File: config.mk
export PLATFORM = sky130hd
export DESIGN_NAME = color_frame_detector_unit
export DESIGN_NICKNAME = d
export VERILOG_FILES = /design/src/cfd_pkg.sv /design/src/cfd_front.sv /design/src/cfd_queue.sv /design/src/cfd_back.sv /design/src/color_frame_detector_unit.sv
export SDC_FILE = /design/constraint.sdc
export NUM_CORES = 1
export LEC_CHECK = 0
export BUFFER_PORTS_ARGS = -buffer_cell sky130_fd_sc_hd__buf_2
export CAP_MARGIN = 20
export CORE_MARGIN = 2
export CORE_UTILIZATION = 40
export DETAILED_ROUTE_END_ITERATION = 16
export GPL_TIMING_DRIVEN = 0
export SYNTH_ARGS = -nofsm -noshare
export SYNTH_HDL_FRONTEND = slang
export SYNTH_SLANG_ARGS = --single-unit
File: constraint.sdc
create_clock -name clk -period 14.88 [get_ports clk]
set_clock_uncertainty 0.05 [all_clocks]
set_input_delay 2.232 -clock clk [delete_from_list [all_inputs] [get_ports clk]]
set_output_delay 2.232 -clock clk [all_outputs]
set_load 0.02 [all_outputs]
File: src/cfd_pkg.sv
package cfd_pkg;

	localparam int MAX_PIXELS = 1048576;
	localparam int CNT_W = 21;
	localparam int CNT_MAX = (1 << CNT_W) - 1;
	localparam int CNT_CAP_I = (MAX_PIXELS < CNT_MAX) ? MAX_PIXELS : CNT_MAX;
	localparam logic [CNT_W-1:0] CNT_CAP = CNT_W'(CNT_CAP_I);

	localparam int Q_W = 17;
	localparam int QUEUE_DEPTH = 4;
	localparam int QPTR_W = $clog2(QUEUE_DEPTH);

	localparam int ADDR_W = 4;

	typedef enum logic [1:0] {
		REG_DARK_LEVEL      = 2'd0,
		REG_GAP_MIN         = 2'd1,
		REG_PIXEL_SAT_MIN   = 2'd2,
		REG_FRAME_RATIO_MIN = 2'd3
	} reg_idx_t;

	typedef struct packed {
		logic [7:0] red;
		logic [7:0] green;
		logic [7:0] blue;
		logic       frame_end;
	} pix_t;

	typedef struct packed {
		logic             is_color;
		logic [CNT_W-1:0] kept_count;
		logic [CNT_W-1:0] colored_count;
	} res_t;

	typedef struct packed {
		logic [7:0]     dark_level;
		logic [7:0]     gap_min;
		logic [Q_W-1:0] pixel_sat_min;
		logic [Q_W-1:0] frame_ratio_min;
	} cfg_t;

	// Classified pixel handed from the front to the back.
	typedef struct packed {
		logic kept;
		logic colored;
		logic last;
	} cls_t;

	function automatic logic [CNT_W-1:0] count_up(input logic [CNT_W-1:0] c);
		return (c < CNT_CAP) ? c + CNT_W'(1) : CNT_CAP;
	endfunction

endpackage

File: src/cfd_front.sv
module cfd_front (
	input  logic           clk,
	input  logic           arst_n,
	input  cfd_pkg::cfg_t  cfg,
	input  cfd_pkg::pix_t  pix,
	input  logic           pix_valid,
	output logic           pix_ready,
	output cfd_pkg::cls_t  cls,
	output logic           cls_valid,
	input  logic           cls_ready
);
	import cfd_pkg::*;

	logic [7:0]  mx, mn, mx_rg, mn_rg, spread;
	logic [24:0] spread_sh, sat_prod;
	logic        kept, colored;
	cls_t        cls_s1;
	logic        valid_s1;

	always_comb begin
		mx_rg = (pix.red > pix.green) ? pix.red : pix.green;
		mn_rg = (pix.red < pix.green) ? pix.red : pix.green;
		mx = (pix.blue > mx_rg) ? pix.blue : mx_rg;
		mn = (pix.blue < mn_rg) ? pix.blue : mn_rg;
		spread = mx - mn;
		// Saturation test without division: spread * 2^16 > sat_min * max.
		spread_sh = {1'b0, spread, 16'd0};
		sat_prod = 25'(cfg.pixel_sat_min) * 25'(mx);
		kept = (mx >= cfg.dark_level);
		colored = kept && (spread > cfg.gap_min) && (spread_sh > sat_prod);
	end

	assign pix_ready = !valid_s1 || cls_ready;
	assign cls = cls_s1;
	assign cls_valid = valid_s1;

	always_ff @(posedge clk or negedge arst_n) begin
		if (!arst_n) begin
			valid_s1 <= 1'b0;
		end else if (pix_ready) begin
			valid_s1 <= pix_valid;
		end
	end

	always_ff @(posedge clk) begin
		if (pix_ready && pix_valid) begin
			cls_s1 <= '{kept: kept, colored: colored, last: pix.frame_end};
		end
	end

endmodule

File: src/cfd_queue.sv
module cfd_queue (
	input  logic           clk,
	input  logic           arst_n,
	input  cfd_pkg::cls_t  wr_data,
	input  logic           wr_valid,
	output logic           wr_ready,
	output cfd_pkg::cls_t  rd_data,
	output logic           rd_valid,
	input  logic           rd_ready
);
	import cfd_pkg::*;

	cls_t              mem_q [QUEUE_DEPTH];
	logic [QPTR_W-1:0] wr_ptr_q, rd_ptr_q;
	logic [QPTR_W:0]   count_q;
	logic              push, pop;

	assign wr_ready = (count_q != (QPTR_W+1)'(QUEUE_DEPTH));
	assign rd_valid = (count_q != '0);
	assign rd_data = mem_q[rd_ptr_q];
	assign push = wr_valid && wr_ready;
	assign pop = rd_valid && rd_ready;

	always_ff @(posedge clk or negedge arst_n) begin
		if (!arst_n) begin
			wr_ptr_q <= '0;
			rd_ptr_q <= '0;
			count_q <= '0;
		end else begin
			if (push) begin
				wr_ptr_q <= (wr_ptr_q == QPTR_W'(QUEUE_DEPTH - 1)) ? '0 : wr_ptr_q + QPTR_W'(1);
			end
			if (pop) begin
				rd_ptr_q <= (rd_ptr_q == QPTR_W'(QUEUE_DEPTH - 1)) ? '0 : rd_ptr_q + QPTR_W'(1);
			end
			if (push && !pop) begin
				count_q <= count_q + (QPTR_W+1)'(1);
			end else if (pop && !push) begin
				count_q <= count_q - (QPTR_W+1)'(1);
			end
		end
	end

	always_ff @(posedge clk) begin
		if (push) begin
			mem_q[wr_ptr_q] <= wr_data;
		end
	end

endmodule

File: src/cfd_back.sv
module cfd_back (
	input  logic           clk,
	input  logic           arst_n,
	input  cfd_pkg::cfg_t  cfg,
	input  cfd_pkg::cls_t  cls,
	input  logic           cls_valid,
	output logic           cls_ready,
	output cfd_pkg::res_t  res,
	output logic           res_valid,
	input  logic           res_ready
);
	import cfd_pkg::*;

	logic [CNT_W-1:0] kept_q, colored_q, kept_nx, colored_nx;
	logic [CNT_W-1:0] fin_kept_s1, fin_colored_s1;
	logic             fin_valid_s1;
	res_t             res_q;
	logic             res_valid_q;
	logic             fin_go, s1_free, pop;
	logic [37:0]      col_sh, ratio_prod;
	logic             is_color;

	assign fin_go = !res_valid_q || res_ready;
	assign s1_free = !fin_valid_s1 || fin_go;
	// Pixels inside a frame keep flowing while a result waits; only the
	// frame end has to wait for room in the final-count stage.
	assign cls_ready = !cls.last || s1_free;
	assign pop = cls_valid && cls_ready;

	always_comb begin
		kept_nx = cls.kept ? count_up(kept_q) : kept_q;
		colored_nx = cls.colored ? count_up(colored_q) : colored_q;
		col_sh = {1'b0, fin_colored_s1, 16'd0};
		ratio_prod = 38'(cfg.frame_ratio_min) * 38'(fin_kept_s1);
		is_color = (fin_kept_s1 != '0) && (col_sh > ratio_prod);
	end

	always_ff @(posedge clk or negedge arst_n) begin
		if (!arst_n) begin
			kept_q <= '0;
			colored_q <= '0;
			fin_valid_s1 <= 1'b0;
			res_valid_q <= 1'b0;
		end else begin
			if (pop) begin
				if (cls.last) begin
					kept_q <= '0;
					colored_q <= '0;
				end else begin
					kept_q <= kept_nx;
					colored_q <= colored_nx;
				end
			end
			if (s1_free) begin
				fin_valid_s1 <= pop && cls.last;
			end
			if (fin_go) begin
				res_valid_q <= fin_valid_s1;
			end
		end
	end

	always_ff @(posedge clk) begin
		if (s1_free && pop && cls.last) begin
			fin_kept_s1 <= kept_nx;
			fin_colored_s1 <= colored_nx;
		end
		if (fin_go && fin_valid_s1) begin
			res_q <= '{is_color: is_color, kept_count: fin_kept_s1,
				colored_count: fin_colored_s1};
		end
	end

	assign res = res_q;
	assign res_valid = res_valid_q;

endmodule

File: src/color_frame_detector_unit.sv
// Pixel throughput: one item per cycle while pix_ready is high, set by the
// classify stage and a counter update per cycle in the back end; a frame end
// waits in the queue while the final-count and result registers are full.
// Path of a frame-end item: classify register, queue, final-count register
// and result register, where the result is held until res_ready takes it.
// Reset: arst_n clears the counters, the queue and all valid flags at once;
// the registers return to their default thresholds.
module color_frame_detector_unit (
	input  logic                        clk,
	input  logic                        arst_n,
	input  logic                        psel,
	input  logic                        penable,
	input  logic                        pwrite,
	input  logic [cfd_pkg::ADDR_W-1:0]  paddr,
	input  logic [31:0]                 pwdata,
	output logic [31:0]                 prdata,
	output logic                        pready,
	input  cfd_pkg::pix_t               pix,
	input  logic                        pix_valid,
	output logic                        pix_ready,
	output cfd_pkg::res_t               res,
	output logic                        res_valid,
	input  logic                        res_ready
);
	import cfd_pkg::*;

	cfg_t     cfg_q;
	reg_idx_t reg_idx;
	cls_t     f_cls, b_cls;
	logic     f_valid, f_ready, b_valid, b_ready;

	assign pready = 1'b1;
	// Byte lanes are ignored; registers are decoded by word.
	assign reg_idx = reg_idx_t'(paddr[3:2]);

	always_ff @(posedge clk or negedge arst_n) begin
		if (!arst_n) begin
			cfg_q.dark_level <= 8'd30;
			cfg_q.gap_min <= 8'd20;
			cfg_q.pixel_sat_min <= Q_W'(13107);
			cfg_q.frame_ratio_min <= Q_W'(6554);
		end else if (psel && penable && pwrite) begin
			case (reg_idx)
				REG_DARK_LEVEL:      cfg_q.dark_level <= pwdata[7:0];
				REG_GAP_MIN:         cfg_q.gap_min <= pwdata[7:0];
				REG_PIXEL_SAT_MIN:   cfg_q.pixel_sat_min <= pwdata[Q_W-1:0];
				REG_FRAME_RATIO_MIN: cfg_q.frame_ratio_min <= pwdata[Q_W-1:0];
				default: ;
			endcase
		end
	end

	always_comb begin
		case (reg_idx)
			REG_DARK_LEVEL:      prdata = {24'd0, cfg_q.dark_level};
			REG_GAP_MIN:         prdata = {24'd0, cfg_q.gap_min};
			REG_PIXEL_SAT_MIN:   prdata = {{(32-Q_W){1'b0}}, cfg_q.pixel_sat_min};
			REG_FRAME_RATIO_MIN: prdata = {{(32-Q_W){1'b0}}, cfg_q.frame_ratio_min};
			default:             prdata = '0;
		endcase
	end

	cfd_front u_front (
		.clk       (clk),
		.arst_n    (arst_n),
		.cfg       (cfg_q),
		.pix       (pix),
		.pix_valid (pix_valid),
		.pix_ready (pix_ready),
		.cls       (f_cls),
		.cls_valid (f_valid),
		.cls_ready (f_ready)
	);

	cfd_queue u_queue (
		.clk      (clk),
		.arst_n   (arst_n),
		.wr_data  (f_cls),
		.wr_valid (f_valid),
		.wr_ready (f_ready),
		.rd_data  (b_cls),
		.rd_valid (b_valid),
		.rd_ready (b_ready)
	);

	cfd_back u_back (
		.clk       (clk),
		.arst_n    (arst_n),
		.cfg       (cfg_q),
		.cls       (b_cls),
		.cls_valid (b_valid),
		.cls_ready (b_ready),
		.res       (res),
		.res_valid (res_valid),
		.res_ready (res_ready)
	);

endmodule
# Word level (Yosys, flattened, before mapping)
# Memories as Yosys holds them, arrays and structs flattened.
# Index checks and enable logic that the tools add are counted.
# classes
addsub	7
n_mul	2
n_lt_le_gt_ge	10
eq_ne	6
mux	17
reduce_logical	32
# op_table
cell	n
32-bit case mux with 4 select lines	1
21-bit 2-to-1 mux	6
21-bit by 1-bit adder with 21-bit output, second input constant	2
21-bit < comparator, second input constant	2
37-bit by 38-bit greater-than comparator with 1-bit output	1
17-bit by 21-bit multiplier with 38-bit output	1
8-bit 2-to-1 mux	4
24-bit by 25-bit greater-than comparator with 1-bit output	1
17-bit by 8-bit multiplier with 25-bit output	1
8-bit greater-than comparator	3
21-bit nonzero test	1
8-bit < comparator	2
1-bit logical AND	14
2-bit == test, second input constant	4
8-bit >= comparator	1
2-bit AND reduction	4
8-bit subtractor	1
1-bit logical NOT	6
3-bit 2-to-1 mux	2
2-bit by 1-bit adder with 2-bit output, second input constant	2
1-bit logical OR	4
2-bit 2-to-1 mux	2
3-bit by 1-bit adder with 3-bit output, second input constant	1
3-bit inequality test, second input constant	1
other kinds (6)	7
# totals
regBits	190
mem_bits_rw	12
input_bits	68
output_inout_bits	78
word_cells	95
n_memories	1
# mem_list
name	words	width	read_ports	rd_ports_with_merged_regs	write_ports	line_no	source
u_queue.mem_q	4	3	1	0	1	cfd_queue.sv:13	cls_t mem_q [QUEUE_DEPTH];

# Depth between registers and ports, before layout
# Gate-level depths: netlist of run 1.
# logic_depth
word_depth	8
mapped_depth	44
depth_no_buf	41

# Modules after synthesis
# Synthesis of run 1 repeated with hierarchy kept, for this count alone.
# hier_totals
hier_cells	2721
area_unflattened_um2	26780.7
# by_module_without_submodules
module	instances	cells_each	area_each_um2	seq_area_each_um2
cfd_back	1	1785	17190.2	3653.5
cfd_front	1	728	6165.9	115.1
color_frame_detector_unit	1	156	2547.4	1277.5
cfd_queue	1	52	877.1	535.5

# Worst setup path after synthesis of run 1
# OpenSTA, ideal clock, no wires.
# synth_timing
path_type	input port to flip-flop
from	input pix[11] in the netlist's numbering
to	register u_front.cls_s1, in the netlist u_front.cls[1] (data pin)
setup_ns	0.267
arrival_ns	11.020
required_time_ns	14.563
slack_ns	3.543
path_stages	42
n_path_buf	3
path_cell_list	inv_1 -> ha_1 -> a21oi_2 -> o221ai_1 -> a211o_1 -> buf_6 -> a21boi_1 -> buf_6 -> mux2_4 -> ha_1 -> nor2b_1 -> o21ai_0 -> nand2b_1 -> a211oi_1 -> nor2_1 -> mux2i_1 -> buf_2 -> nand2_1 -> (+6 left out) -> inv_1 -> ha_1 -> and4_1 -> nor4_1 -> o31ai_1 -> o41ai_2 -> o2111ai_1 -> a21oi_1 -> xor2_1 -> ha_1 -> nand2_1 -> nor3_1 -> o21ai_0 -> nor4_1 -> o211a_1 -> o2111ai_1 -> a2111oi_4 -> a211oi_1
# synth_between
elab_chain_cells	8
elab_cells_between_ends	15
cone_classes	1 x add/sub; 1 x mul; 7 x order compare; 4 x mux; 2 x reduce/logical
# synth_lines
element	line_no	source
start: declaration	color_frame_detector_unit.sv:18	input cfd_pkg::pix_t pix,
branches (longest 7 deep; another with 17-bit by 8-bit multiplier with 25-bit output)	-	
1-bit logical AND (*)	cfd_front.sv:30	colored = kept && (spread > cfg.gap_min) && (spread_sh > sat_prod);
named net u_front.colored	cfd_front.sv:16	logic kept, colored;
end signal: assignment	cfd_front.sv:47	cls_s1 <= '{kept: kept, colored: colored, last: pix.frame_end};
end: declaration	cfd_front.sv:17	cls_t cls_s1;
# Mark *: on every way through the listed nets, which the timed path passes.
# A chain may end at the register's enable or synchronous reset.

# Final worst setup path of run 1
# Ends and elaborated chain as after synthesis.

==> out/summary.json, run 1 <==
{
  "outcome": {"value": "finished, final reports clean"},
  "first_global_vias": {"value": 20800},
  "synth_cells": {"value": 2755},
  "via_per_inst": {"value": 5.29},
  "path_class": {"value": "primary input to flop"},
  "slew_violations": {"value": 0},
  "finish.net_count": {"value": 3594},
  "placementRows": {"value": 94},
  "grt_antenna_before_repair": {"value": 1},
  "grt_use_met3": {"value": 2.33, "unit": "%"},
  "gr-usage-met1": {"value": 29.8, "unit": "%"},
  "cts_tree": {"value": "built"},
  "fraction_of_post_synthesis_cell_area_in_the_top_cell_type_by_area": {"value": 28.3, "unit": "%"},
  "final_layout_size_suffix_gt1_share": {"value": 9.43, "unit": "%"},
  "grt_max_degree": {"value": 61},
  "postCtsResizedCells": {"value": 0},
  "timing.reg2reg.setup_slack": {"value": 4.63, "unit": "ns"},
  "io_pins": {"value": 146},
  "setup_tns": {"value": 0, "unit": "ns"},
  "antennaDiodeCount": {"value": 0},
  "synth.ff_latch_count": {"value": 202},
  "place.port_buffers": {"value": 112},
  "die_area": {"value": 68600, "unit": "sq um"},
  "cts-buffers-inserted": {"value": 22},
  "worst_hold_path.num_cells": {"value": 0},
  "maxSlewHeadroom": {"value": 24.9, "unit": "%"},
  "critical-path-slowest-cell": {"value": "sky130_fd_sc_hd__mux2i_1"},
  "post_synth.cell_area_avg": {"value": 9.65, "unit": "sq um"},
  "critPathMaxFanout": {"value": 11},
  "drc": {"value": 0},
  "syn-cell-area": {"value": 26600, "unit": "sq um"},
  "ys_top_cells_by_area": {"value": "sky130_fd_sc_hd__fa_1 (28%), sky130_fd_sc_hd__edfxtp_1 (11%), sky130_fd_sc_hd__ha_1 (11%)"},
  "max_incr_delay_on_cp": {"value": 0.98, "unit": "ns"},
  "global_route.usage.met2": {"value": 36.3, "unit": "%"},
  "route.final.wire_length": {"value": 72700, "unit": "um"},
  "gp_routability_congestion": {"value": 0.946},
  "postSynth.topFlopCell": {"value": "sky130_fd_sc_hd__edfxtp_1"},
  "clk_latency": {"value": 0.55, "unit": "ns"},
  "timing.fmax": {"value": 74.1, "unit": "MHz"},
  "grt_pass1_wl": {"value": 115000, "unit": "um"},
  "period_minus_slack": {"value": 13.49, "unit": "ns"},
  "cts.path.max_buffers": {"value": 3},
  "grt-busiest-layer": {"value": "met2"},
  "yosysWarnings": {"value": 0},
  "crit_arrival": {"value": 13.68, "unit": "ns"},
  "path_clk_slew": {"value": 0.07, "unit": "ns"},
  "crit_path_end_kind": {"value": "flop"},
  "grt-ovfl-total": {"value": 0},
  "drt_first_pass_iters": {"value": 6},
  "fp.dieW": {"value": 262, "unit": "um"},
  "drtIter0Drc": {"value": 1253},
  "synth_enable_flop_cells": {"value": 100},
  "dp.final_hpwl": {"value": 58600, "unit": "um"},
  "start_util": {"value": 40.5, "unit": "%"},
  "finalHoldViolCount": {"value": 0},
  "start_kind": {"value": "primary input"},
  "grt_setup_unrepaired": {"value": "false"},
  "avgRoutedWirePerCell": {"value": 19.2, "unit": "um"},
  "h_tree_level_count": {"value": 1},
  "fp.coreArea": {"value": 65700, "unit": "sq um"},
  "timing.final.setup_violations": {"value": 0},
  "synth.largest_area_cell": {"value": "sky130_fd_sc_hd__fa_1"},
  "area_delta_synth_final": {"value": 9.64, "unit": "%"},
  "post_cts_hold_buffer_count": {"value": 0},
  "synth_top_cells_by_count": {"value": "sky130_fd_sc_hd__inv_1 (468), sky130_fd_sc_hd__fa_1 (376), sky130_fd_sc_hd__nand2_1 (363), sky130_fd_sc_hd__ha_1 (240), sky130_fd_sc_hd__and2_1 (221)"},
  "synth_sequential_area_ratio": {"value": 21.0, "unit": "%"},
  "floorplan.die.height": {"value": 262, "unit": "um"},
  "globalRouteTotalUtil": {"value": 21.7, "unit": "%"},
  "drv_cap": {"value": 0},
  "drtAntennaViolNets": {"value": 0},
  "holdCritPathClass": {"value": "flop to flop"},
  "worst_pin_slew": {"value": 1.09, "unit": "ns"},
  "synth_cell_types": {"value": 72},
  "clock-root-buffer": {"value": "sky130_fd_sc_hd__clkbuf_16"},
  "synth.most_common_cell": {"value": "sky130_fd_sc_hd__inv_1"},
  "r2r.worst_path.cells": {"value": 29},
  "postSynth.asyncResetShare": {"value": 50.5, "unit": "%"},
  "vias": {"value": 20100},
  "number_of_buffers_inserted_by_post_cts_setup_repair": {"value": 0},
  "cts.sinks": {"value": 202},
  "required_time_at_the_endpoint_of_the_critical_path": {"value": 15.07, "unit": "ns"},
  "post-route-period-util": {"value": 90.6, "unit": "%"}
}
==> through the flow <==
stage | instance area (sq um) | cells | setup slack, ns | hold WS [ns] | utilization, %
2_1_floorplan | 26600 | 2769 | 3.54 | 0.374 | -
3_3_place_gp | 28300 | 3745 | 1.13 | 0.386 | 43.0
3_5_place_dp | 28400 | 3749 | 0.912 | 0.390 | 43.2
4_1_cts | 29200 | 3789 | 1.44 | 0.407 | 44.3
5_1_grt | 29200 | 3790 | 0.608 | 0.430 | 44.4
6_report | 29200 | 3790 | 1.39 | 0.404 | 44.4
==> cell type report <==
type                    count  area (sq um)
fillers                  6276         36600
multi-input cells        1960         18700
flip-flops and latches    202          5580
inverters                 469          1760
well taps                 864          1080
repair buffers            117           646
clock buffers              30           611
plain buffers             138           604
clock inverters            10           166
==> per-layer routing <==
layer  up-vias  wire length [um]
met1     10300             31500
met4         0              1970
met3       106              4060
met2       518             35200
li1       9141                 -
met5         -                 0
==> worst max-delay path: cells and delay by family <==
kind,cells,cell delay (ns)
buffers and inverters,8,1.30
adder cells (fa/ha/maj),8,3.29
XOR/XNOR,1,0.10
AO/OA/AOI/OAI,13,2.95
AND/OR/NAND/NOR,9,2.31
multiplexers,3,1.45
==> logic make-up (layout without fill, tap and decap cells) <==
family,Yosys count,in the layout,synth area share [%]
flip-flops,202,202,21.0
buffers and inverters,607,764,8.89
adder cells (fa/ha/maj),616,616,39.6
multiplexers,98,98,4.48
XOR/XNOR,77,77,2.54
AND/OR/NAND/NOR,852,852,15.9
AO/OA/AOI/OAI,301,301,7.59
other,2,16,0.0282
==> layout by cell type (no fill, tap or decap), types with 26 or more instances in the layout <==
cell type	instances
sky130_fd_sc_hd__a21oi_1	73
sky130_fd_sc_hd__a22o_1	28
sky130_fd_sc_hd__and2_1	220
sky130_fd_sc_hd__buf_2	113
sky130_fd_sc_hd__clkbuf_1	118
sky130_fd_sc_hd__dfrtp_1	81
sky130_fd_sc_hd__edfxtp_1	100
sky130_fd_sc_hd__fa_1	376
sky130_fd_sc_hd__ha_1	240
sky130_fd_sc_hd__inv_1	468
sky130_fd_sc_hd__mux2_2	51
sky130_fd_sc_hd__mux2i_1	34
sky130_fd_sc_hd__nand2_1	363
sky130_fd_sc_hd__nand3_1	34
sky130_fd_sc_hd__nor2_1	72
sky130_fd_sc_hd__nor2b_1	26
sky130_fd_sc_hd__o21ai_0	76
sky130_fd_sc_hd__xnor2_1	32
sky130_fd_sc_hd__xor2_1	45
==> worst paths after layout <==
| path | startpoint | end |
|---|---|---|
| setup / recovery | pix[11] | u_front.cls[1] |
| hold / removal | u_back.fin_kept_s1[3] | u_back.res[24] |
| setup reg to reg | u_back.fin_kept_s1[7] | u_back.res[42] |
| hold reg to reg | u_back.fin_kept_s1[3] | u_back.res[24] |
| max in group asynchronous | arst_n | cfg_q[17] |
| min in group asynchronous | arst_n | u_back.res_valid |
==> state kept, by name, indices dropped and copies added, names as in the netlist, 3 cells and up <==
signal,flops
u_back.colored_q,21
u_back.fin_colored_s1,21
cfg_q,50
u_front.cls,3
u_back.fin_kept_s1,21
u_back.res,43
u_queue.mem_q,12
u_back.kept_q,21
u_queue.count_q,3
Power of run 1 is left out: the tool's default activity adds up to more than one toggle a clock period on the data nets, which glitch-free logic cannot reach.
==> inputs of run 2 (changes only) <==
==> constraint.sdc (replaced) <==
create_clock -name clk -period 11.19 [get_ports clk]
set_clock_uncertainty 0.05 [all_clocks]
set_input_delay 1.6785 -clock clk [delete_from_list [all_inputs] [get_ports clk]]
set_output_delay 1.6785 -clock clk [all_outputs]
set_load 0.02 [all_outputs]
==> out/summary.json, run 2 (synthesized netlist as in run 1, its figures left out) <==
{
  "die_area": {"value": 68600, "unit": "sq um", "change": "unchanged"},
  "cts_tree": {"value": "built", "change": "unchanged"},
  "grt_pass1_wl": {"value": 116000, "unit": "um", "change": "was 115000 um"},
  "route.final.wire_length": {"value": 73800, "unit": "um", "change": "was 72700 um"},
  "max_incr_delay_on_cp": {"value": 0.55, "unit": "ns", "change": "was 0.98 ns"},
  "worst_r2r_startpoint": {"value": "u_back.fin_kept_s1[7]", "change": "unchanged"},
  "gp_routability_congestion": {"value": 0.946, "change": "unchanged"},
  "drv_cap": {"value": 0, "change": "unchanged"},
  "fillerInstances": {"value": 6214, "change": "was 6276"},
  "area_delta_synth_final": {"value": 11.8, "unit": "%", "change": "was 9.64%"},
  "critPathMaxFanout": {"value": 8, "change": "was 11"},
  "cts-buffers-inserted": {"value": 22, "change": "unchanged"},
  "first_global_vias": {"value": 20800, "change": "about the same"},
  "final_layout_size_suffix_gt1_share": {"value": 11.4, "unit": "%", "change": "was 9.43%"},
  "grt_antenna_before_repair": {"value": 1, "change": "unchanged"},
  "maxSlewHeadroom": {"value": 30.5, "unit": "%", "change": "was 24.9%"},
  "required_time_at_the_endpoint_of_the_critical_path": {"value": 11.40, "unit": "ns", "change": "was 15.07 ns"},
  "path_class": {"value": "primary input to flop", "change": "unchanged"},
  "finalHoldViolCount": {"value": 0, "change": "unchanged"},
  "period_minus_slack": {"value": 10.78, "unit": "ns"},
  "finish.net_count": {"value": 3615, "change": "was 3594"},
  "start_point_of_the_worst_min_delay_path": {"value": "u_back.fin_kept_s1[3]", "change": "unchanged"},
  "vias": {"value": 20200, "change": "was 20100"},
  "flip_flop_count_of_the_largest_register_after_layout": {"value": 50, "change": "unchanged"},
  "via_per_inst": {"value": 5.30, "change": "was 5.29"},
  "antennaDiodeCount": {"value": 0, "change": "unchanged"},
  "h_tree_level_count": {"value": 1, "change": "unchanged"},
  "io_pins": {"value": 146, "change": "unchanged"},
  "globalRouteTotalUtil": {"value": 21.8, "unit": "%", "change": "was 21.7%"},
  "cts.path.max_buffers": {"value": 3, "change": "unchanged"},
  "post_cts_hold_buffer_count": {"value": 0, "change": "unchanged"},
  "register_area": {"value": 5580, "unit": "sq um", "change": "unchanged"},
  "clock-root-buffer": {"value": "sky130_fd_sc_hd__clkbuf_16", "change": "unchanged"},
  "path_clk_slew": {"value": 0.07, "unit": "ns", "change": "about the same"},
  "outcome": {"value": "finished, final reports clean", "change": "unchanged"},
  "finish.instance_area": {"value": 29700, "unit": "sq um", "change": "was 29200 sq um"},
  "critPathLaunch": {"value": "pix[11]", "change": "unchanged"},
  "mostFrequentLayoutCell": {"value": "sky130_fd_sc_hd__inv_1", "change": "unchanged"},
  "floorplan.die.height": {"value": 262, "unit": "um", "change": "unchanged"},
  "clk_latency": {"value": 0.55, "unit": "ns", "change": "about the same"},
  "grt_max_degree": {"value": 61, "change": "unchanged"},
  "multi_input_comb_area": {"value": 19000, "unit": "sq um", "change": "was 18700 sq um"},
  "final_cell_mix": {"value": "sky130_fd_sc_hd__inv_1 (468), sky130_fd_sc_hd__fa_1 (376), sky130_fd_sc_hd__nand2_1 (363)", "change": "unchanged"},
  "holdCritPathClass": {"value": "flop to flop", "change": "unchanged"},
  "drt_first_pass_iters": {"value": 7, "change": "was 6"},
  "place_area": {"value": 28400, "unit": "sq um", "change": "unchanged"},
  "drtIter0Drc": {"value": 1142, "change": "was 1253"},
  "drc": {"value": 0, "change": "unchanged"},
  "timing.fmax": {"value": 92.7, "unit": "MHz"},
  "worst_pin_slew": {"value": 1.04, "unit": "ns", "change": "was 1.09 ns"},
  "setup_tns": {"value": 0, "unit": "ns", "change": "unchanged"},
  "timing.reg2reg.setup_slack": {"value": 0.93, "unit": "ns", "change": "was 4.63 ns"},
  "grt_setup_unrepaired": {"value": "false", "change": "unchanged"},
  "start_util": {"value": 40.5, "unit": "%", "change": "unchanged"},
  "timing.final.setup_violations": {"value": 0, "change": "unchanged"},
  "fp.dieW": {"value": 262, "unit": "um", "change": "unchanged"},
  "crit_path_end_kind": {"value": "flop", "change": "unchanged"},
  "post-route-period-util": {"value": 96.4, "unit": "%"},
  "avgRoutedWirePerCell": {"value": 19.4, "unit": "um", "change": "was 19.2 um"},
  "critical-path-slowest-cell": {"value": "sky130_fd_sc_hd__fa_1", "change": "was sky130_fd_sc_hd__mux2i_1"},
  "start_kind": {"value": "primary input", "change": "unchanged"},
  "fp.coreArea": {"value": 65700, "unit": "sq um", "change": "unchanged"},
  "slew_violations": {"value": 0, "change": "unchanged"},
  "grt-ovfl-total": {"value": 0, "change": "unchanged"},
  "placementRows": {"value": 94, "change": "unchanged"},
  "crit_arrival": {"value": 11.00, "unit": "ns", "change": "was 13.68 ns"},
  "max_flop_register": {"value": "cfg_q", "change": "unchanged"},
  "place.port_buffers": {"value": 112, "change": "unchanged"},
  "cts.sinks": {"value": 202, "change": "unchanged"},
  "dp.final_hpwl": {"value": 58600, "unit": "um", "change": "unchanged"},
  "drtAntennaViolNets": {"value": 0, "change": "unchanged"}
}
[run 2: changes by cell type in the layout (fill, tap and decap cells not counted), moves of 4 or more]
cell / change
sky130_fd_sc_hd__clkbuf_1: -7
sky130_fd_sc_hd__mux2i_4: +12
sky130_fd_sc_hd__buf_6: +4
sky130_fd_sc_hd__mux2i_1: -14
sky130_fd_sc_hd__o21ai_0: -4
sky130_fd_sc_hd__buf_4: +16
[run 2: repair_timing]
action                                  CTS  global route
gates resized for setup                  34            52
endpoints found under the hold margin     0             0
cloned                                    1             1
setup buffers                            11             9
pin swaps                                 2            19
endpoints found under the setup margin    1             1
[run 2: through the flow]
stage	hold WS (ns)	setup WS [ns]	utilization [%]	std cells
3_3_place_gp	0.386	-2.01	43.0	3745
3_5_place_dp	0.390	-2.22	43.2	3749
5_1_grt	0.430	0.000419	45.2	3811
4_1_cts	0.407	0.0324	44.7	3801
2_1_floorplan	0.374	0.406	-	2769
6_report	0.402	0.406	45.2	3811
[run 2: path summary, 6_finish.rpt]
path,to,cells after the start
setup / recovery,u_front.cls[1],43
hold / removal,u_back.res[24],0
setup reg to reg,u_back.res[42],29
hold reg to reg,u_back.res[24],0
max in group asynchronous,cfg_q[45],2
min in group asynchronous,u_back.res_valid,1
[run 2: routing by layer]
layer	vias up	wire, um	part of all wire [%]	track usage [%]
met5	-	0	0	0
met4	0	2160	2.9	6.34
met3	109	4000	5.4	2.39
met2	557	35700	48	36.7
met1	10400	31900	43	29.8
li1	9181	-	-	-
[run 2: critical path, delay by kind of cell]
kind            cells  cell delay (ns)
fa+ha+maj           8             3.17
xor+xnor            1             0.10
buf+inv            10             1.21
mux                 3             0.76
compound gates     14             2.76
simple gates        7             1.30
[run 2: final cells by class]
type	count	share of cell area, %
well taps	864	3.64
inverters	469	5.92
repair buffers	137	2.80
flip-flops and latches	202	18.8
clock inverters	10	0.560
plain buffers	138	2.26
multi-input cells	1961	64.0
clock buffers	30	2.05
Power of run 2 is left out for the same reason.
==> inputs of run 3 (changes only) <==
--- a/config.mk
+++ b/config.mk
@@ -5,6 +5,7 @@
 export SDC_FILE = /design/constraint.sdc
 export NUM_CORES = 1
 export LEC_CHECK = 0
+export ABC_AREA = 1
 export BUFFER_PORTS_ARGS = -buffer_cell sky130_fd_sc_hd__buf_2
 export CAP_MARGIN = 20
 export CORE_MARGIN = 2
==> out/summary.json, run 3 <==
{
  "outcome": {"value": "finished, final reports clean", "change": "unchanged"},
  "r2r.worst_path.cells": {"value": 33, "change": "was 29"},
  "drtAntennaViolNets": {"value": 0, "change": "unchanged"},
  "vias": {"value": 22000, "change": "was 20200"},
  "critical-path-top-cell-by-count": {"value": "sky130_fd_sc_hd__nand2_1"},
  "timing.fmax": {"value": 97.0, "unit": "MHz", "change": "was 92.7 MHz"},
  "worst_hold_path.num_cells": {"value": 0, "change": "unchanged"},
  "dr_wl_met3": {"value": 5240, "unit": "um", "change": "was 4000 um"},
  "worst_r2r_startpoint": {"value": "u_back.fin_kept_s1[5]", "change": "was u_back.fin_kept_s1[7]"},
  "globalRouteTotalUtil": {"value": 22.3, "unit": "%", "change": "was 21.8%"},
  "crit_path_end_kind": {"value": "flop", "change": "unchanged"},
  "post_cts_hold_buffer_count": {"value": 0, "change": "unchanged"},
  "synth_sequential_area_ratio": {"value": 20.6, "unit": "%", "change": "was 21.0%"},
  "worst_pin_slew": {"value": 0.843, "unit": "ns", "change": "was 1.04 ns"},
  "synth.ff_latch_count": {"value": 202, "change": "unchanged"},
  "r2r_end": {"value": "u_back.res[42]", "change": "unchanged"},
  "io_pins": {"value": 146, "change": "unchanged"},
  "grt-ovfl-total": {"value": 0, "change": "unchanged"},
  "start_util": {"value": 40.4, "unit": "%", "change": "was 40.5%"},
  "fraction_of_post_synthesis_cell_area_in_the_top_cell_type_by_area": {"value": 27.8, "unit": "%", "change": "was 28.3%"},
  "avgRoutedWirePerCell": {"value": 17.4, "unit": "um", "change": "was 19.4 um"},
  "die_area": {"value": 69900, "unit": "sq um", "change": "was 68600 sq um"},
  "drtIter0Drc": {"value": 1406, "change": "was 1142"},
  "grt_antenna_before_repair": {"value": 4, "change": "was 1"},
  "clock-root-buffer": {"value": "sky130_fd_sc_hd__clkbuf_16", "change": "unchanged"},
  "post-route-period-util": {"value": 92.1, "unit": "%", "change": "was 96.4%"},
  "timing.final.setup_violations": {"value": 0, "change": "unchanged"},
  "max_incr_delay_on_cp": {"value": 0.57, "unit": "ns", "change": "was 0.55 ns"},
  "critPathLaunch": {"value": "pix[16]", "change": "was pix[11]"},
  "synth.largest_area_cell": {"value": "sky130_fd_sc_hd__fa_1", "change": "unchanged"},
  "number_of_buffers_inserted_by_post_cts_setup_repair": {"value": 0, "change": "was 11"},
  "area_delta_synth_final": {"value": 9.71, "unit": "%", "change": "was 11.8%"},
  "ys_top_cells_by_area": {"value": "sky130_fd_sc_hd__fa_1 (28%), sky130_fd_sc_hd__nand2_1 (11%), sky130_fd_sc_hd__edfxtp_1 (11%)", "change": "was sky130_fd_sc_hd__fa_1 (28%), sky130_fd_sc_hd__edfxtp_1 (11%), sky130_fd_sc_hd__ha_1 (11%)"},
  "grt_max_degree": {"value": 68, "change": "was 61"},
  "gp_routability_congestion": {"value": 0.955, "change": "was 0.946"},
  "flip_flop_count_of_the_largest_register_after_layout": {"value": 50, "change": "unchanged"},
  "postCtsResizedCells": {"value": 0, "change": "was 34"},
  "synth_cells": {"value": 3350, "change": "was 2755"},
  "required_time_at_the_endpoint_of_the_critical_path": {"value": 11.40, "unit": "ns", "change": "about the same"},
  "start_kind": {"value": "primary input", "change": "unchanged"},
  "cts.sinks": {"value": 202, "change": "unchanged"},
  "mostFrequentLayoutCell": {"value": "sky130_fd_sc_hd__nand2_1", "change": "was sky130_fd_sc_hd__inv_1"},
  "slew_violations": {"value": 0, "change": "unchanged"},
  "drt_first_pass_iters": {"value": 5, "change": "was 7"},
  "cts-buffers-inserted": {"value": 23, "change": "was 22"},
  "path_clk_slew": {"value": 0.06, "unit": "ns", "change": "was 0.07 ns"},
  "postSynth.asyncResetShare": {"value": 50.5, "unit": "%", "change": "unchanged"},
  "cts_tree": {"value": "built", "change": "unchanged"},
  "crit_arrival": {"value": 10.52, "unit": "ns", "change": "was 11.00 ns"},
  "drc": {"value": 0, "change": "unchanged"},
  "antennaDiodeCount": {"value": 0, "change": "unchanged"},
  "place.port_buffers": {"value": 112, "change": "unchanged"},
  "final_layout_size_suffix_gt1_share": {"value": 8.01, "unit": "%", "change": "was 11.4%"},
  "clk_latency": {"value": 0.54, "unit": "ns", "change": "was 0.55 ns"},
  "holdCritPathClass": {"value": "flop to flop", "change": "unchanged"},
  "h_tree_level_count": {"value": 1, "change": "unchanged"},
  "final_cell_mix": {"value": "sky130_fd_sc_hd__nand2_1 (829), sky130_fd_sc_hd__inv_1 (760), sky130_fd_sc_hd__fa_1 (376)", "change": "was sky130_fd_sc_hd__inv_1 (468), sky130_fd_sc_hd__fa_1 (376), sky130_fd_sc_hd__nand2_1 (363)"},
  "floorplan.die.height": {"value": 264, "unit": "um", "change": "was 262 um"},
  "fp.coreArea": {"value": 67200, "unit": "sq um", "change": "was 65700 sq um"},
  "dp.final_hpwl": {"value": 63600, "unit": "um", "change": "was 58600 um"},
  "post_synth.cell_area_avg": {"value": 8.09, "unit": "sq um", "change": "was 9.65 sq um"},
  "placementRows": {"value": 95, "change": "was 94"},
  "met1Wirelength": {"value": 33100, "unit": "um", "change": "was 31900 um"},
  "synth_top_cells_by_count": {"value": "sky130_fd_sc_hd__nand2_1 (829), sky130_fd_sc_hd__inv_1 (761), sky130_fd_sc_hd__fa_1 (376), sky130_fd_sc_hd__ha_1 (240), sky130_fd_sc_hd__nor2_1 (214)", "change": "was sky130_fd_sc_hd__inv_1 (468), sky130_fd_sc_hd__fa_1 (376), sky130_fd_sc_hd__nand2_1 (363), sky130_fd_sc_hd__ha_1 (240), sky130_fd_sc_hd__and2_1 (221)"},
  "finish.net_count": {"value": 4189, "change": "was 3615"},
  "critical-path-slowest-cell": {"value": "sky130_fd_sc_hd__fa_1", "change": "unchanged"},
  "cts.path.max_buffers": {"value": 3, "change": "unchanged"},
  "max_flop_register": {"value": "cfg_q", "change": "unchanged"},
  "postSynth.topFlopCell": {"value": "sky130_fd_sc_hd__edfxtp_1", "change": "unchanged"},
  "route.met2.wl": {"value": 34300, "unit": "um", "change": "was 35700 um"},
  "grt_pass1_wl": {"value": 122000, "unit": "um", "change": "was 116000 um"},
  "critPathMaxFanout": {"value": 10, "change": "was 8"},
  "route.final.wire_length": {"value": 76400, "unit": "um", "change": "was 73800 um"},
  "first_global_vias": {"value": 22200, "change": "was 20800"},
  "synth_enable_flop_cells": {"value": 100, "change": "unchanged"},
  "dr.max_layer_used": {"value": "met5", "change": "was met4"},
  "timing.reg2reg.setup_slack": {"value": 2.18, "unit": "ns", "change": "was 0.93 ns"},
  "maxSlewHeadroom": {"value": 43.8, "unit": "%", "change": "was 30.5%"},
  "synth.most_common_cell": {"value": "sky130_fd_sc_hd__nand2_1", "change": "was sky130_fd_sc_hd__inv_1"},
  "fp.dieW": {"value": 264, "unit": "um", "change": "was 262 um"},
  "drv_cap": {"value": 0, "change": "unchanged"},
  "synth_cell_types": {"value": 63, "change": "was 72"},
  "period_minus_slack": {"value": 10.31, "unit": "ns", "change": "was 10.78 ns"},
  "yosysWarnings": {"value": 0, "change": "unchanged"},
  "path_class": {"value": "primary input to flop", "change": "unchanged"},
  "setup_tns": {"value": 0, "unit": "ns", "change": "unchanged"},
  "syn-cell-area": {"value": 27100, "unit": "sq um", "change": "was 26600 sq um"},
  "finalHoldViolCount": {"value": 0, "change": "unchanged"},
  "crit_end": {"value": "u_front.cls[1]", "change": "unchanged"},
  "grt_setup_unrepaired": {"value": "false", "change": "unchanged"},
  "via_per_inst": {"value": 4.99, "change": "was 5.30"}
}
==> run 3: cell types whose count changed in the layout (fill, tap and decap cells not counted), moves of 22 or more <==
cell	previous run	this run
sky130_fd_sc_hd__inv_1	468	760
sky130_fd_sc_hd__nor2b_1	26	0
sky130_fd_sc_hd__o21ai_1	3	31
sky130_fd_sc_hd__o21ai_0	72	139
sky130_fd_sc_hd__and2_1	220	2
sky130_fd_sc_hd__nor2_1	70	214
sky130_fd_sc_hd__a21oi_1	71	105
sky130_fd_sc_hd__xor2_1	45	23
sky130_fd_sc_hd__nand3_1	34	81
sky130_fd_sc_hd__clkbuf_1	111	81
sky130_fd_sc_hd__nand2_1	363	829
sky130_fd_sc_hd__mux2_2	51	1
sky130_fd_sc_hd__a22o_1	28	4
==> run 3: final cells by class <==
| class | count | area, sq um |
|---|---|---|
| Inverter | 773 | 2900 |
| Fill cell | 6743 | 37400 |
| Timing Repair Buffer | 116 | 673 |
| Sequential cell | 202 | 5580 |
| Multi-Input combinational cell | 2263 | 18100 |
| Tap cell | 873 | 1090 |
| Clock buffer | 25 | 593 |
| Clock inverter | 17 | 209 |
| Buffer | 126 | 583 |
==> run 3: logic make-up after synthesis <==
| kind of cell | Yosys count | share of synthesized area, % |
|---|---|---|
| muxes | 1 | 0.0415 |
| AOI/OAI and AO/OA | 344 | 7.11 |
| adders and majority gates | 616 | 38.8 |
| and+or+nand+nor | 1237 | 18.9 |
| xor gates and xnor gates | 49 | 1.58 |
| buffers and inverters | 899 | 12.9 |
| other | 2 | 0.0277 |
| DFF | 202 | 20.6 |
==> run 3: worst min path at each step <==
stage,start,to
2_1_floorplan,u_back.fin_kept_s1[0],u_back.res[21]
6_report,u_back.fin_kept_s1[16],u_back.res[37]
5_1_grt,u_back.fin_colored_s1[2],u_back.res[2]
3_3_place_gp,u_back.fin_kept_s1[16],u_back.res[37]
4_1_cts,u_back.fin_kept_s1[16],u_back.res[37]
3_5_place_dp,u_back.fin_kept_s1[16],u_back.res[37]
==> run 3: worst max-delay path, delay by kind of cell <==
family                   cells  cell delay (ns)
adder cells (fa/ha/maj)      8             3.45
AND/OR/NAND/NOR             29             3.19
buffers and inverters        8             1.06
AO/OA/AOI/OAI                5             0.99
XOR/XNOR                     1             0.15
==> run 3: through the flow <==
stage	cells	setup WS (ns)	hold slack (ns)	cell area (sq um)	util, %
2_1_floorplan	3364	2.03	0.374	27200	-
3_3_place_gp	4349	0.305	0.382	28800	42.9
3_5_place_dp	4353	0.261	0.391	28900	43.1
4_1_cts	4395	0.793	0.407	29700	44.3
5_1_grt	4395	0.209	0.429	29700	44.3
6_report	4395	0.881	0.404	29700	44.3
==> run 3: metal layers <==
metal | track usage, % | vias to the layer above
li1 | - | 10500
met1 | 29.9 | 10700
met2 | 35.2 | 657
met3 | 4.26 | 164
met4 | 9.38 | 8
met5 | 0 | -
Power of run 3 is left out for the same reason.
